## src/lcwf_pkg.sv

```systemverilog
// ----------------------------------------------------------------------------
// Load cell weight filter package
// Shared widths, codes and handshake types of the weight filter.
// ----------------------------------------------------------------------------
package lcwf_pkg;

    localparam int WEIGHT_BITS = 24;
    localparam int VAL_W       = WEIGHT_BITS - 1;
    localparam int LP_FRAC     = 32 - WEIGHT_BITS;
    localparam int DIV_W       = 41;
    localparam int DIV_CNT_W   = $clog2(DIV_W);
    localparam int S_DATA_W    = 56;
    localparam int M_DATA_W    = 48;
    localparam int CFG_ADDR_W  = 3;
    localparam int CFG_DATA_W  = 32;

    localparam logic [VAL_W-1:0] WMAX = {VAL_W{1'b1}};

    localparam logic FUNC_SAMPLE = 1'b0;
    localparam logic FUNC_TARE   = 1'b1;

    typedef enum logic [CFG_ADDR_W-1:0] {
        REG_WINDOW,
        REG_GAIN_NUM,
        REG_GAIN_DEN,
        REG_STEP_LIMIT,
        REG_AZ_ENABLE,
        REG_ZERO_THRESH,
        REG_ZERO_HOLD,
        REG_WEIGHT_LIMIT
    } cfg_idx_t;

    typedef enum logic [3:0] {
        ST_IDLE,
        ST_LIMIT,
        ST_MWRITE,
        ST_MOD,
        ST_CAND,
        ST_CLOAD,
        ST_SCAN,
        ST_CHECK,
        ST_AVG0,
        ST_AVG1,
        ST_AVG2,
        ST_LP,
        ST_DIV,
        ST_ADD,
        ST_FIN
    } state_t;

    typedef struct packed {
        logic             start;
        logic [DIV_W-1:0] dividend;
        logic [7:0]       divisor;
    } div_req_t;

    typedef struct packed {
        logic             busy;
        logic             done;
        logic [DIV_W-1:0] quotient;
    } div_rsp_t;

endpackage

```

## src/lcwf_ram.sv

```systemverilog
// ----------------------------------------------------------------------------
// Generic RAM
// One write port and one read port with registered read data.
// ----------------------------------------------------------------------------
module lcwf_ram #(
    parameter int WIDTH = 23,
    parameter int DEPTH = 7
) (
    input  logic                     aclk,
    input  logic                     we,
    input  logic [$clog2(DEPTH)-1:0] waddr,
    input  logic [WIDTH-1:0]         wdata,
    input  logic [$clog2(DEPTH)-1:0] raddr,
    output logic [WIDTH-1:0]         rdata
);

    logic [WIDTH-1:0] mem_reg [DEPTH];
    logic [WIDTH-1:0] rdata_reg;

    always_ff @(posedge aclk) begin
        if (we) begin
            mem_reg[waddr] <= wdata;
        end
        rdata_reg <= mem_reg[raddr];
    end

    assign rdata = rdata_reg;

endmodule

```

## src/lcwf_div.sv

```systemverilog
// ----------------------------------------------------------------------------
// Serial divider
// Restoring division of a wide dividend by an 8-bit divisor, one bit a cycle.
// ----------------------------------------------------------------------------
module lcwf_div (
    input  logic               aclk,
    input  logic               aresetn,
    input  lcwf_pkg::div_req_t req,
    output lcwf_pkg::div_rsp_t rsp
);
    import lcwf_pkg::*;

    logic                 busy_reg;
    logic                 done_reg;
    logic [DIV_CNT_W-1:0] cnt_reg;
    logic [DIV_W-1:0]     quo_reg;
    logic [7:0]           rem_reg;
    logic [7:0]           dvs_reg;
    logic [8:0]           rem_sh;
    logic [8:0]           rem_diff;
    logic                 ge;

    always_comb begin
        rem_sh   = {rem_reg, quo_reg[DIV_W-1]};
        ge       = rem_sh >= {1'b0, dvs_reg};
        rem_diff = rem_sh - {1'b0, dvs_reg};
    end

    always_ff @(posedge aclk) begin
        if (!aresetn) begin
            busy_reg <= 1'b0;
            done_reg <= 1'b0;
            cnt_reg  <= '0;
        end else begin
            done_reg <= 1'b0;
            if (req.start) begin
                busy_reg <= 1'b1;
                cnt_reg  <= DIV_CNT_W'(DIV_W - 1);
            end else if (busy_reg) begin
                if (cnt_reg == '0) begin
                    busy_reg <= 1'b0;
                    done_reg <= 1'b1;
                end else begin
                    cnt_reg <= cnt_reg - 1'b1;
                end
            end
        end
    end

    always_ff @(posedge aclk) begin
        if (req.start) begin
            quo_reg <= req.dividend;
            rem_reg <= '0;
            dvs_reg <= req.divisor;
        end else if (busy_reg) begin
            rem_reg <= ge ? rem_diff[7:0] : rem_sh[7:0];
            quo_reg <= {quo_reg[DIV_W-2:0], ge};
        end
    end

    assign rsp.busy     = busy_reg;
    assign rsp.done     = done_reg;
    assign rsp.quotient = quo_reg;

endmodule

```

## src/load_cell_weight_filter.sv

```systemverilog
// ----------------------------------------------------------------------------
// Load cell weight filter
// Step limit, running median, first-order low-pass and auto zero of samples.
// ----------------------------------------------------------------------------
// A weight sample passes the step limit, the median and the low-pass work in
// turn. A sample is stored in the median window and the write position is
// then wrapped. With three or more held samples the rank search runs through
// the single read port of the sample store; two held samples are averaged
// instead. A low-pass update uses the bit-serial divider. A tare command
// gives no result. A new request is taken only when the previous one is
// done; a finished result waits in the output register until it is taken.
module load_cell_weight_filter #(
    parameter int MEDIAN_MAX = 7
) (
    input  logic                                aclk,
    input  logic                                aresetn,
    input  logic                                cfg_wr_en,
    input  logic [lcwf_pkg::CFG_ADDR_W-1:0]     cfg_addr,
    input  logic [lcwf_pkg::CFG_DATA_W-1:0]     cfg_wr_data,
    input  logic                                s_tvalid,
    output logic                                s_tready,
    // raw_weight[23:0], now_ms[55:24]
    input  logic [lcwf_pkg::S_DATA_W-1:0]       s_tdata,
    // func
    input  logic                                s_tuser,
    output logic                                m_tvalid,
    input  logic                                m_tready,
    // raw_abs[22:0], filtered_weight[45:23], overweight[46], tare_request[47]
    output logic [lcwf_pkg::M_DATA_W-1:0]       m_tdata
);
    import lcwf_pkg::*;

    localparam int AW = $clog2(MEDIAN_MAX);
    localparam int CW = $clog2(MEDIAN_MAX + 1);

    state_t state_reg, state_next;

    logic [2:0]        win_cfg_reg;
    logic [7:0]        num_reg;
    logic [7:0]        den_reg;
    logic [VAL_W-1:0]  step_reg;
    logic              az_en_reg;
    logic [VAL_W-1:0]  thr_reg;
    logic [31:0]       hold_reg;
    logic [VAL_W-1:0]  wlim_reg;

    logic [VAL_W-1:0]  est_reg;
    logic              est_valid_reg;
    logic [31:0]       nzs_reg;
    logic [AW-1:0]     pos_reg;
    logic [CW-1:0]     fill_reg;
    logic signed [31:0] lp_reg;
    logic              primed_reg;

    logic [VAL_W-1:0]  raw_reg;
    logic [31:0]       now_reg;
    logic [VAL_W-1:0]  x_reg;
    logic [VAL_W-1:0]  a_reg;
    logic [VAL_W-1:0]  cand_reg;
    logic [CW-1:0]     p_reg;
    logic [CW-1:0]     n_reg;
    logic [CW-1:0]     i_reg;
    logic [CW-1:0]     j_reg;
    logic [CW-1:0]     less_reg;
    logic [CW-1:0]     eq_reg;
    logic signed [31:0] y_reg;
    logic              neg_reg;
    logic              m_tvalid_reg;
    logic [M_DATA_W-1:0] m_data_reg;

    logic              ram_we;
    logic [AW-1:0]     ram_waddr;
    logic [AW-1:0]     ram_raddr;
    logic [VAL_W-1:0]  ram_rdata;
    div_req_t          div_req;
    div_rsp_t          div_rsp;

    logic              s_accept;
    logic              out_free;
    logic [CW-1:0]     win_eff;
    logic [CW-1:0]     fill_new;
    logic [CW-1:0]     k_mid;
    logic [CW:0]       less_eq;
    logic [WEIGHT_BITS-1:0] v_in;
    logic [WEIGHT_BITS-1:0] v_neg;
    logic [VAL_W-1:0]  rabs;
    logic signed [VAL_W+1:0] step_d;
    logic signed [VAL_W+1:0] step_s;
    logic [VAL_W-1:0]  x_lim;
    logic signed [31:0] xs;
    logic signed [32:0] lp_diff;
    logic [32:0]       lp_mag;
    logic [DIV_W-1:0]  lp_prod;
    logic signed [DIV_W:0] lp_sum;
    logic signed [31:0] lp_sat;
    logic [31:0]       y_mag;
    logic [32:0]       y_rnd;
    logic [VAL_W-1:0]  filt;
    logic [31:0]       nzs_eff;
    logic              near_zero;
    logic              tare;
    logic              overweight;

    assign s_accept = s_tvalid && s_tready;
    assign out_free = !m_tvalid_reg || m_tready;
    assign m_tvalid = m_tvalid_reg;
    assign m_tdata  = m_data_reg;

    always_comb begin
        win_eff  = (32'(win_cfg_reg) > 32'(MEDIAN_MAX)) ? CW'(MEDIAN_MAX) : CW'(win_cfg_reg);
        fill_new = (fill_reg < win_eff) ? fill_reg + 1'b1 : fill_reg;
        k_mid    = n_reg >> 1;
        less_eq  = {1'b0, less_reg} + {1'b0, eq_reg};

        v_in  = s_tdata[WEIGHT_BITS-1:0];
        v_neg = -v_in;
        if (!v_in[WEIGHT_BITS-1]) begin
            rabs = v_in[VAL_W-1:0];
        end else if (v_neg[WEIGHT_BITS-1]) begin
            rabs = WMAX;
        end else begin
            rabs = v_neg[VAL_W-1:0];
        end

        step_d = $signed({2'b00, raw_reg}) - $signed({2'b00, est_reg});
        step_s = $signed({2'b00, step_reg});
        x_lim  = raw_reg;
        if (step_reg != '0 && est_valid_reg) begin
            if (step_d > step_s) begin
                x_lim = est_reg + step_reg;
            end else if (step_d < -step_s) begin
                x_lim = est_reg - step_reg;
            end
        end

        xs      = $signed({1'b0, x_reg, {LP_FRAC{1'b0}}});
        lp_diff = 33'(xs) - 33'(lp_reg);
        lp_mag  = lp_diff[32] ? 33'(-lp_diff) : 33'(lp_diff);
        lp_prod = DIV_W'(lp_mag) * DIV_W'(num_reg) + DIV_W'(den_reg >> 1);
        lp_sum  = neg_reg ? (DIV_W+1)'(lp_reg) - $signed({1'b0, div_rsp.quotient})
                          : (DIV_W+1)'(lp_reg) + $signed({1'b0, div_rsp.quotient});
        if (lp_sum > (DIV_W+1)'(32'sh7FFFFFFF)) begin
            lp_sat = 32'sh7FFFFFFF;
        end else if (lp_sum < -(DIV_W+1)'(32'sh7FFFFFFF)) begin
            lp_sat = -32'sh7FFFFFFF;
        end else begin
            lp_sat = 32'(lp_sum);
        end

        y_mag = y_reg[31] ? 32'(-y_reg) : 32'(y_reg);
        y_rnd = {1'b0, y_mag} + 33'(1 << (LP_FRAC - 1));
        filt  = ((y_rnd >> LP_FRAC) > 33'(WMAX)) ? WMAX : VAL_W'(y_rnd >> LP_FRAC);

        near_zero  = filt < thr_reg;
        nzs_eff    = (nzs_reg == '0) ? now_reg : nzs_reg;
        tare       = az_en_reg && near_zero && ((now_reg - nzs_eff) > hold_reg);
        overweight = (wlim_reg != '0) && (filt > wlim_reg);
    end

    always_comb begin
        state_next = state_reg;
        case (state_reg)
            ST_IDLE: begin
                if (s_accept && s_tuser == FUNC_SAMPLE) begin
                    state_next = ST_LIMIT;
                end
            end
            ST_LIMIT: state_next = (win_cfg_reg <= 3'd1) ? ST_LP : ST_MWRITE;
            ST_MWRITE: state_next = ST_MOD;
            ST_MOD: begin
                if (p_reg < win_eff) begin
                    if (n_reg == CW'(1)) begin
                        state_next = ST_LP;
                    end else if (n_reg == CW'(2)) begin
                        state_next = ST_AVG0;
                    end else begin
                        state_next = ST_CAND;
                    end
                end
            end
            ST_AVG0: state_next = ST_AVG1;
            ST_AVG1: state_next = ST_AVG2;
            ST_AVG2: state_next = ST_LP;
            ST_CAND: state_next = ST_CLOAD;
            ST_CLOAD: state_next = ST_SCAN;
            ST_SCAN: state_next = (j_reg == n_reg - 1'b1) ? ST_CHECK : ST_SCAN;
            ST_CHECK: begin
                if (less_reg <= k_mid && {1'b0, k_mid} < less_eq) begin
                    state_next = ST_LP;
                end else begin
                    state_next = ST_CAND;
                end
            end
            ST_LP: begin
                if (den_reg == '0 || !est_valid_reg || !primed_reg) begin
                    state_next = ST_FIN;
                end else begin
                    state_next = ST_DIV;
                end
            end
            ST_DIV: state_next = div_rsp.done ? ST_ADD : ST_DIV;
            ST_ADD: state_next = ST_FIN;
            ST_FIN: state_next = out_free ? ST_IDLE : ST_FIN;
            default: state_next = ST_IDLE;
        endcase
    end

    always_comb begin
        s_tready         = (state_reg == ST_IDLE);
        ram_we           = (state_reg == ST_MWRITE);
        ram_waddr        = pos_reg;
        ram_raddr        = '0;
        div_req.start    = (state_reg == ST_LP) && (state_next == ST_DIV);
        div_req.dividend = lp_prod;
        div_req.divisor  = den_reg;
        case (state_reg)
            ST_AVG0:  ram_raddr = '0;
            ST_AVG1:  ram_raddr = AW'(1);
            ST_CAND:  ram_raddr = i_reg[AW-1:0];
            ST_CLOAD: ram_raddr = '0;
            ST_SCAN:  ram_raddr = AW'(j_reg + 1'b1);
            default:  ram_raddr = '0;
        endcase
    end

    always_ff @(posedge aclk) begin
        if (!aresetn) begin
            state_reg     <= ST_IDLE;
            win_cfg_reg   <= '0;
            num_reg       <= '0;
            den_reg       <= '0;
            step_reg      <= '0;
            az_en_reg     <= 1'b0;
            thr_reg       <= '0;
            hold_reg      <= '0;
            wlim_reg      <= '0;
            est_reg       <= '0;
            est_valid_reg <= 1'b0;
            nzs_reg       <= '0;
            pos_reg       <= '0;
            fill_reg      <= '0;
            lp_reg        <= '0;
            primed_reg    <= 1'b0;
            m_tvalid_reg  <= 1'b0;
        end else begin
            state_reg <= state_next;
            if (m_tvalid_reg && m_tready) begin
                m_tvalid_reg <= 1'b0;
            end
            if (cfg_wr_en) begin
                case (cfg_idx_t'(cfg_addr))
                    REG_WINDOW:       win_cfg_reg <= cfg_wr_data[2:0];
                    REG_GAIN_NUM:     num_reg     <= cfg_wr_data[7:0];
                    REG_GAIN_DEN:     den_reg     <= cfg_wr_data[7:0];
                    REG_STEP_LIMIT:   step_reg    <= cfg_wr_data[VAL_W-1:0];
                    REG_AZ_ENABLE:    az_en_reg   <= cfg_wr_data[0];
                    REG_ZERO_THRESH:  thr_reg     <= cfg_wr_data[VAL_W-1:0];
                    REG_ZERO_HOLD:    hold_reg    <= cfg_wr_data;
                    REG_WEIGHT_LIMIT: wlim_reg    <= cfg_wr_data[VAL_W-1:0];
                    default:          ;
                endcase
            end
            case (state_reg)
                ST_IDLE: begin
                    if (s_accept && s_tuser == FUNC_TARE) begin
                        est_reg       <= '0;
                        est_valid_reg <= 1'b0;
                        nzs_reg       <= '0;
                        pos_reg       <= '0;
                        fill_reg      <= '0;
                        if (den_reg != '0) begin
                            lp_reg     <= '0;
                            primed_reg <= 1'b1;
                        end
                    end
                end
                ST_MWRITE: fill_reg <= fill_new;
                ST_MOD: begin
                    if (p_reg < win_eff) begin
                        pos_reg <= p_reg[AW-1:0];
                    end
                end
                ST_LP: begin
                    if (den_reg != '0 && (!est_valid_reg || !primed_reg)) begin
                        lp_reg     <= xs;
                        primed_reg <= 1'b1;
                    end
                end
                ST_ADD: lp_reg <= lp_sat;
                ST_FIN: begin
                    if (out_free) begin
                        m_tvalid_reg  <= 1'b1;
                        est_reg       <= filt;
                        est_valid_reg <= 1'b1;
                        if (az_en_reg) begin
                            nzs_reg <= near_zero ? nzs_eff : '0;
                        end
                        if (tare) begin
                            est_reg       <= '0;
                            est_valid_reg <= 1'b0;
                            nzs_reg       <= '0;
                            pos_reg       <= '0;
                            fill_reg      <= '0;
                            if (den_reg != '0) begin
                                lp_reg     <= '0;
                                primed_reg <= 1'b1;
                            end
                        end
                    end
                end
                default: ;
            endcase
        end
    end

    always_ff @(posedge aclk) begin
        case (state_reg)
            ST_IDLE: begin
                raw_reg <= rabs;
                now_reg <= s_tdata[S_DATA_W-1:WEIGHT_BITS];
            end
            ST_LIMIT: x_reg <= x_lim;
            ST_MWRITE: begin
                p_reg <= CW'(pos_reg) + 1'b1;
                n_reg <= fill_new;
                i_reg <= '0;
            end
            ST_MOD: begin
                if (p_reg >= win_eff) begin
                    p_reg <= p_reg - win_eff;
                end
            end
            ST_AVG1: a_reg <= ram_rdata;
            ST_AVG2: x_reg <= VAL_W'(({1'b0, a_reg} + {1'b0, ram_rdata} + 1'b1) >> 1);
            ST_CLOAD: begin
                cand_reg <= ram_rdata;
                j_reg    <= '0;
                less_reg <= '0;
                eq_reg   <= '0;
            end
            ST_SCAN: begin
                if (ram_rdata < cand_reg) begin
                    less_reg <= less_reg + 1'b1;
                end
                if (ram_rdata == cand_reg) begin
                    eq_reg <= eq_reg + 1'b1;
                end
                j_reg <= j_reg + 1'b1;
            end
            ST_CHECK: begin
                x_reg <= cand_reg;
                i_reg <= i_reg + 1'b1;
            end
            ST_LP: begin
                neg_reg <= lp_diff[32];
                y_reg   <= xs;
            end
            ST_ADD: y_reg <= lp_sat;
            ST_FIN: begin
                if (out_free) begin
                    m_data_reg <= {tare, overweight, filt, raw_reg};
                end
            end
            default: ;
        endcase
    end

    lcwf_ram #(
        .WIDTH (VAL_W),
        .DEPTH (MEDIAN_MAX)
    ) u_store (
        .aclk  (aclk),
        .we    (ram_we),
        .waddr (ram_waddr),
        .wdata (x_reg),
        .raddr (ram_raddr),
        .rdata (ram_rdata)
    );

    lcwf_div u_div (
        .aclk    (aclk),
        .aresetn (aresetn),
        .req     (div_req),
        .rsp     (div_rsp)
    );

endmodule

```

## config.mk

```make
export PLATFORM = sky130hd
export DESIGN_NAME = load_cell_weight_filter
export DESIGN_NICKNAME = d
export VERILOG_FILES = /design/src/lcwf_pkg.sv /design/src/lcwf_ram.sv /design/src/lcwf_div.sv /design/src/load_cell_weight_filter.sv
export SDC_FILE = /design/constraint.sdc
export NUM_CORES = 2
export LEC_CHECK = 0
export ABC_AREA = 1
export BUFFER_PORTS_ARGS = -buffer_cell sky130_fd_sc_hd__buf_2
export CORE_UTILIZATION = 34
export CTS_BUF_LIST = sky130_fd_sc_hd__clkbuf_4 sky130_fd_sc_hd__clkbuf_8
export DETAILED_ROUTE_END_ITERATION = 8
export MAX_ROUTING_LAYER = met4
export PLACE_DENSITY_LB_ADDON = 0.1
export SLEW_MARGIN = 20
export SYNTH_ARGS = -nofsm -noshare
export SYNTH_HDL_FRONTEND = slang
export SYNTH_SLANG_ARGS = --single-unit
```

## constraint.sdc

```tcl
create_clock -name aclk -period 12.35 [get_ports aclk]
set_input_delay 1.8525 -clock aclk [delete_from_list [all_inputs] [get_ports aclk]]
set_output_delay 1.8525 -clock aclk [all_outputs]
set_load 0.005 [all_outputs]
```

# After elaboration in Yosys (flattened, before gate mapping)
# Memory sizes are Yosys's and may differ from the RTL's. A register that Yosys moved wholly into a read port is not among the register bits.
# Index checks and enable logic that the tools add are counted.
[op_classes]
addsub = 26
multipliers = 1
n_lt_le_gt_ge = 16
n_eq_ne = 36
mux = 82
bitwise = 4
reduce_logical = 59
[op_table]
columns = ["operator", "n"]
rows = [
  ["$mux 32", 14],
  ["$mux 23", 9],
  ["$pmux 32 s2", 2],
  ["$pmux 32 s4", 1],
  ["$mux 41", 2],
  ["$pmux 23 s3", 1],
  ["$pmux 4 s15", 1],
  ["$lt 23x23->1", 2],
  ["$pmux 23 s2", 1],
  ["$reduce_bool 23->1", 2],
  ["$add 32x42->42", 1],
  ["$gt 42x32->1 const B", 1],
  ["$lt 42x32->1 const B", 1],
  ["$mux 42", 1],
  ["$sub 32x42->42", 1],
  ["$add 41x7->41", 1],
  ["$mul 33x8->41", 1],
  ["$add 32x8->33 const B", 1],
  ["$mux 33", 1],
  ["$neg 33->33", 1],
  ["$sub 32x32->33", 1],
  ["$eq 4x4->1 const B", 8],
  ["$gt 32x32->1", 1],
  ["$logic_not 32->1", 1],
  ["other kinds (64)", 168],
]
[totals]
reg_bits = 509
mem_bits_rw = 161
inputBits = 97
output_inout_bits = 50
elab_cells = 263
mem_count = 1
[memory_table]
columns = ["memory", "depth", "width", "read_ports", "rd_clocked_by_memory_dff", "write_ports", "line", "source"]
rows = [
  ["u_store.mem_reg", 7, 23, 1, 1, 1, "lcwf_ram.sv:17", "logic [WIDTH-1:0] mem_reg [DEPTH];"],
]

# Depth between registers and ports, before layout
[logic_depth]
word_depth = 11
ltp_mapped = 47
mapped_depth_nobuf = 47

# Modules after synthesis
# From an unflattened synthesis, not the netlist that was laid out.
[hier_totals]
hier_cells = 7096
area_unflattened_um2 = 54703.7
[by_module_without_submodules]
columns = ["module", "instances", "cells_each", "area_per_inst_um2"]
rows = [
  ["load_cell_weight_filter", 1, 6074, 44196.1],
  ["lcwf_ram", 1, 650, 7267.0],
  ["lcwf_div", 1, 372, 3240.6],
]

# Least setup slack after synthesis
# OpenSTA, ideal clock, no wires.
[synth_path]
kind = "register -> register"
startpoint = "register lp_reg[0]"
endpoint = "register u_div.quo_reg[36] (data pin)"
setup_ps = 264
arrival_time_ps = 6922
path_slack_ps = 5164
stages_incl_launch_ff = 39
cell_sequence = "dfxtp_1 > clkbuf_1 > inv_1 > ha_1 > inv_2 > or2_1 > nor2_2 > xor2_2 > nand2_1 > nor2_2 > inv_1 > nor2_1 > inv_1 > nor2_2 > nand2_1 > inv_2 > nand4_2 > nand2_1 > [3 not listed] > fa_1 > fa_1 > inv_1 > fa_1 > inv_1 > ha_1 > a21oi_1 > o21ai_0 > a21oi_1 > o21ai_0 > a21oi_1 > inv_1 > a21oi_1 > o21ai_0 > a21o_1 > or2_2 > nand3_1 > o21ai_0"
[synth_via]
elab_chain_cells = 6
[synth_lines]
columns = ["item", "line", "source"]
rows = [
  ["from (decl)", "load_cell_weight_filter.sv:52", "logic signed [31:0] lp_reg;"],
  ["from (signal assigned)", "load_cell_weight_filter.sv:285", "lp_reg <= xs;"],
  ["from (signal assigned)", "load_cell_weight_filter.sv:289", "ST_ADD: lp_reg <= lp_sat;"],
  ["$sub 32x32->33 (*)", "load_cell_weight_filter.sv:137", "lp_diff = 33'(xs) - 33'(lp_reg);"],
  ["$neg 33->33", "load_cell_weight_filter.sv:138", "lp_mag = lp_diff[32] ? 33'(-lp_diff) : 33'(lp_diff);"],
  ["$mux 33 (*)", "load_cell_weight_filter.sv:138", ""],
  ["$mul 33x8->41 (*)", "load_cell_weight_filter.sv:139", "lp_prod = DIV_W'(lp_mag) * DIV_W'(num_reg) + DIV_W'(den_reg >> 1);"],
  ["$add 41x7->41 (*)", "load_cell_weight_filter.sv:139", ""],
  ["$mux 41 (*)", "lcwf_div.sv:51", "if (req.start) begin"],
  ["to (signal assigned)", "lcwf_div.sv:52", "quo_reg <= req.dividend;"],
  ["to (signal assigned)", "lcwf_div.sv:57", "quo_reg <= {quo_reg[DIV_W-2:0], ge};"],
  ["to (decl)", "lcwf_div.sv:16", "logic [DIV_W-1:0] quo_reg;"],
]
# Every way passes the cells marked *; elsewhere a longest branch is shown, timed or not.
# A chain may end at the register's enable or synchronous reset.

# Final worst setup path
[layout_path]
startpoint = "register x_reg[9]"
endpoint = "register u_div.quo_reg[36] (data pin)"
[layout_via]
elab_chain_cells = 6
[layout_lines]
columns = ["item", "line", "source"]
rows = [
  ["from (decl)", "load_cell_weight_filter.sv:57", "logic [VAL_W-1:0] x_reg;"],
  ["from (signal assigned)", "load_cell_weight_filter.sv:322", "ST_LIMIT: x_reg <= x_lim;"],
  ["from (signal assigned)", "load_cell_weight_filter.sv:334", "ST_AVG2: x_reg <= VAL_W'(({1'b0, a_reg} + {1'b0, ram_rdata} + 1'b1) >> 1);"],
  ["from (signal assigned)", "load_cell_weight_filter.sv:351", "x_reg <= cand_reg;"],
  ["$sub 32x32->33 (*)", "load_cell_weight_filter.sv:137", ""],
  ["$neg 33->33", "load_cell_weight_filter.sv:138", ""],
  ["$mux 33 (*)", "load_cell_weight_filter.sv:138", ""],
  ["$mul 33x8->41 (*)", "load_cell_weight_filter.sv:139", ""],
  ["$add 41x7->41 (*)", "load_cell_weight_filter.sv:139", ""],
  ["$mux 41 (*)", "lcwf_div.sv:51", ""],
]
# Marks and branches as above.

==> summary.txt <==
Timing
  • Setup-failing EPs final: 0
  • Minimum clock period after layout: 9.23 ns
  • Worst Slack Setup Final: 3.12 ns
  • Clock Skew: 0.0857 ns
  • Hold Worst Slack: 0.459 ns
  • Fin. Hold Viols: 0
  • Crit share post-route: 74.7%
  • RSZ-0062 raised after global routing: false
  • Fmax: 108 MHz
  • Worst-Margin Slew: 1.21 ns
  • Setup TNS: 0 ns
  • Slew margin rel.: 18.6%
  • Slew Viols, Final: 0

Outcome
  • Status: finished, final reports clean

Logic synthesis
  • Post-synthesis sequential area ratio: 33.6%
  • Post-synth ARST share: 0%
  • Syn Inst Count: 6991
  • Top cells by area, synth: edfxtp_1, ha_1, nand2_1
  • Number of flops mapped to enable cells by yosys: 433
  • Warnings from Yosys: 0
  • Post-synth top cells: nand2_1, inv_1, nor2_1
  • Syn Std Cell Area: 54300 um^2
  • Synthesized area per cell: 7.76 um^2
  • Synthesis-stage register bit count: 693
  • Top-count cell post-synth: nand2_1
  • Post-synth top area share: 24.0%
  • Post-synth cell types: 80
  • Leading area contributor after synthesis: edfxtp_1
  • Top FF cell, synth: edfxtp_1

CTS
  • CTS Buffer Depth: 3
  • TritonCTS clock tree: done
  • CTS resizes: 0
  • CTS H-tree depth: 4
  • Hold-fix buffers, CTS: 0
  • Clk slew on worst S/H paths: 0.06 ns
  • Setup Buffers After CTS: 0
  • CTS Root Cell: clkbuf_8
  • Worst-skew pair later-pin latency: 0.90 ns
  • CTS Buf Count: 138
  • Clock Sink Count: 693

Setup path
  • CP max-delay cell: xor2_1
  • Top cell by count, worst path: a21oi_1
  • Setup crit end kind: flop
  • Worst endpoint required time: 12.95 ns
  • CP Launch Type: flop
  • Crit path from: x_reg[9]
  • CP delay by family, top: adder cells
  • Reg-to-reg critical path startpoint: x_reg[9]
  • CP max stage delay: 0.75 ns
  • Critical Path AT: 9.83 ns
  • Kind of critical path: flop to flop
  • Largest fanout on the critical path: 32
  • Setup slack, reg-to-reg: 3.12 ns
  • Worst Path Buf+Inv: 5

Detailed routing
  • Drt pass-1 iters: 6
  • First DRT Iteration DRCs: 3227
  • DR vias: 47200
  • Post-route antenna net violation count: 0
  • WL/cell: 20.3 um
  • Wire length on met2: 86800 um
  • Post-Route WL: 189000 um
  • Vias/cell: 5.06
  • Detailed-route DRC error count: 0
  • M1 wire length: 89700 um
  • Top Metal Used: met4
  • DR WL met3: 8030 um

Global routing
  • Initial antenna violation count: 9
  • Number of global-route vias before repair: 46200
  • GRT Total Usage: 24.0%
  • First-pass GRT wire length: 287000 um
  • Largest net degree at the start of global routing: 83
  • Global route overflow: 0

Floorplan
  • Die Span Y: 401 um
  • Core box area: 158000 um^2
  • Num rows: 146
  • IO Pins: 147
  • Initial Util: 34.3%
  • Die width: 401 um
  • Die area: 161000 um^2

Finish
  • Post-route design area: 60200 um^2
  • Largest register FFs: 161
  • Final Core Density: 38.0%
  • Layout cell share with drive strength beyond 1: 8.14%
  • # nets final: 7897
  • Layout fillers: 16700
  • Area grow syn2layout: 11.0%

Run
  • Total of max-cap violations: 0

Placement
  • PortBufs: 146
  • Placed Area: 57300 um^2
  • Routability congestion estimate: 0.966
  • Place WS: 3.06 ns
  • Post-DP HPWL: 148000 um

Min path
  • Hold path startpoint: hold_reg[27]
  • Hold Path Class: flop to flop

Pwr
  • PwrDens: 218 nW/um^2
  • Max VDD drop: 0.150 mV
  • Static Leak: 27.2 nW
-- power breakdown --
| group | internal [mW] | switching [mW] | leakage [nW] | total, mW |
|---|---|---|---|---|
| Combinational | 2.23 | 5.18 | 19.6 | 7.41 |
| Clock | 1.42 | 1.12 | 1.56 | 2.54 |
| Sequential | 2.89 | 0.305 | 6.06 | 3.19 |
| Total | 6.54 | 6.61 | 27.2 | 13.2 |
-- cell type report --
cell class                 count  area (um^2)  share of cell area, %
multi-input combinational   5086        31500                   52.3
tap                         2072         2590                   4.30
inverter                    1026         3860                   6.42
clock buffer                 209         2550                   4.23
clock inverter                44          400                  0.665
antenna                        4         10.0                 0.0166
sequential                   693        18200                   30.2
timing repair buffer         199         1130                   1.88
-- worst reg2reg max path: cells and delay by family (launching register included) --
kind,cells,cell delay [ns]
flip-flops,1,0.55
AND/OR/NAND/NOR,9,1.41
XOR/XNOR,1,0.75
buffers and inverters,5,0.84
adder cells (fa/ha/maj),6,2.94
AO/OA/AOI/OAI,14,2.50
-- final timing paths --
check	depth (start not counted)	endpoint
worst max-delay path	35	u_div.quo_reg[36]
worst min-delay path	2	hold_reg[27]
worst max register to register	35	u_div.quo_reg[36]
worst min register to register	2	hold_reg[27]
-- cell usage in the layout (no fill, tap or decap), types with 202 or more instances in the layout --
cell type / n
nor2_1: 783
nand2_1: 1449
fa_1: 202
o21ai_0: 442
edfxtp_1: 433
a21oi_1: 573
ha_1: 454
nand3_1: 282
dfxtp_1: 260
inv_1: 1005
-- metrics by stage --
stage,total power [mW],instances
floorplan,8.00,6997
global placement,10.6,9076
detailed placement,10.6,9076
CTS,13.2,9329
global route,14.2,9333
finish,13.2,9333
-- metal layers --
metal / vias to the layer above / GRT usage (%)
li1: 23300 / -
met1: 22600 / 32.3
met2: 1034 / 37.8
met3: 225 / 2.98
met4: 0 / 6.23
met5: - / -
-- cell families after synthesis --
| kind of cell | share of synthesized area (%) |
|---|---|
| DFF | 33.6 |
| and+or+nand+nor | 22.2 |
| other | 0.0138 |
| xor gates and xnor gates | 4.47 |
| AOI/OAI and AO/OA | 13.0 |
| adders and majority gates | 17.9 |
| buffers and inverters | 8.69 |
| muxes | 0.242 |
No activity file was read; power rests on OpenSTA's default activity.
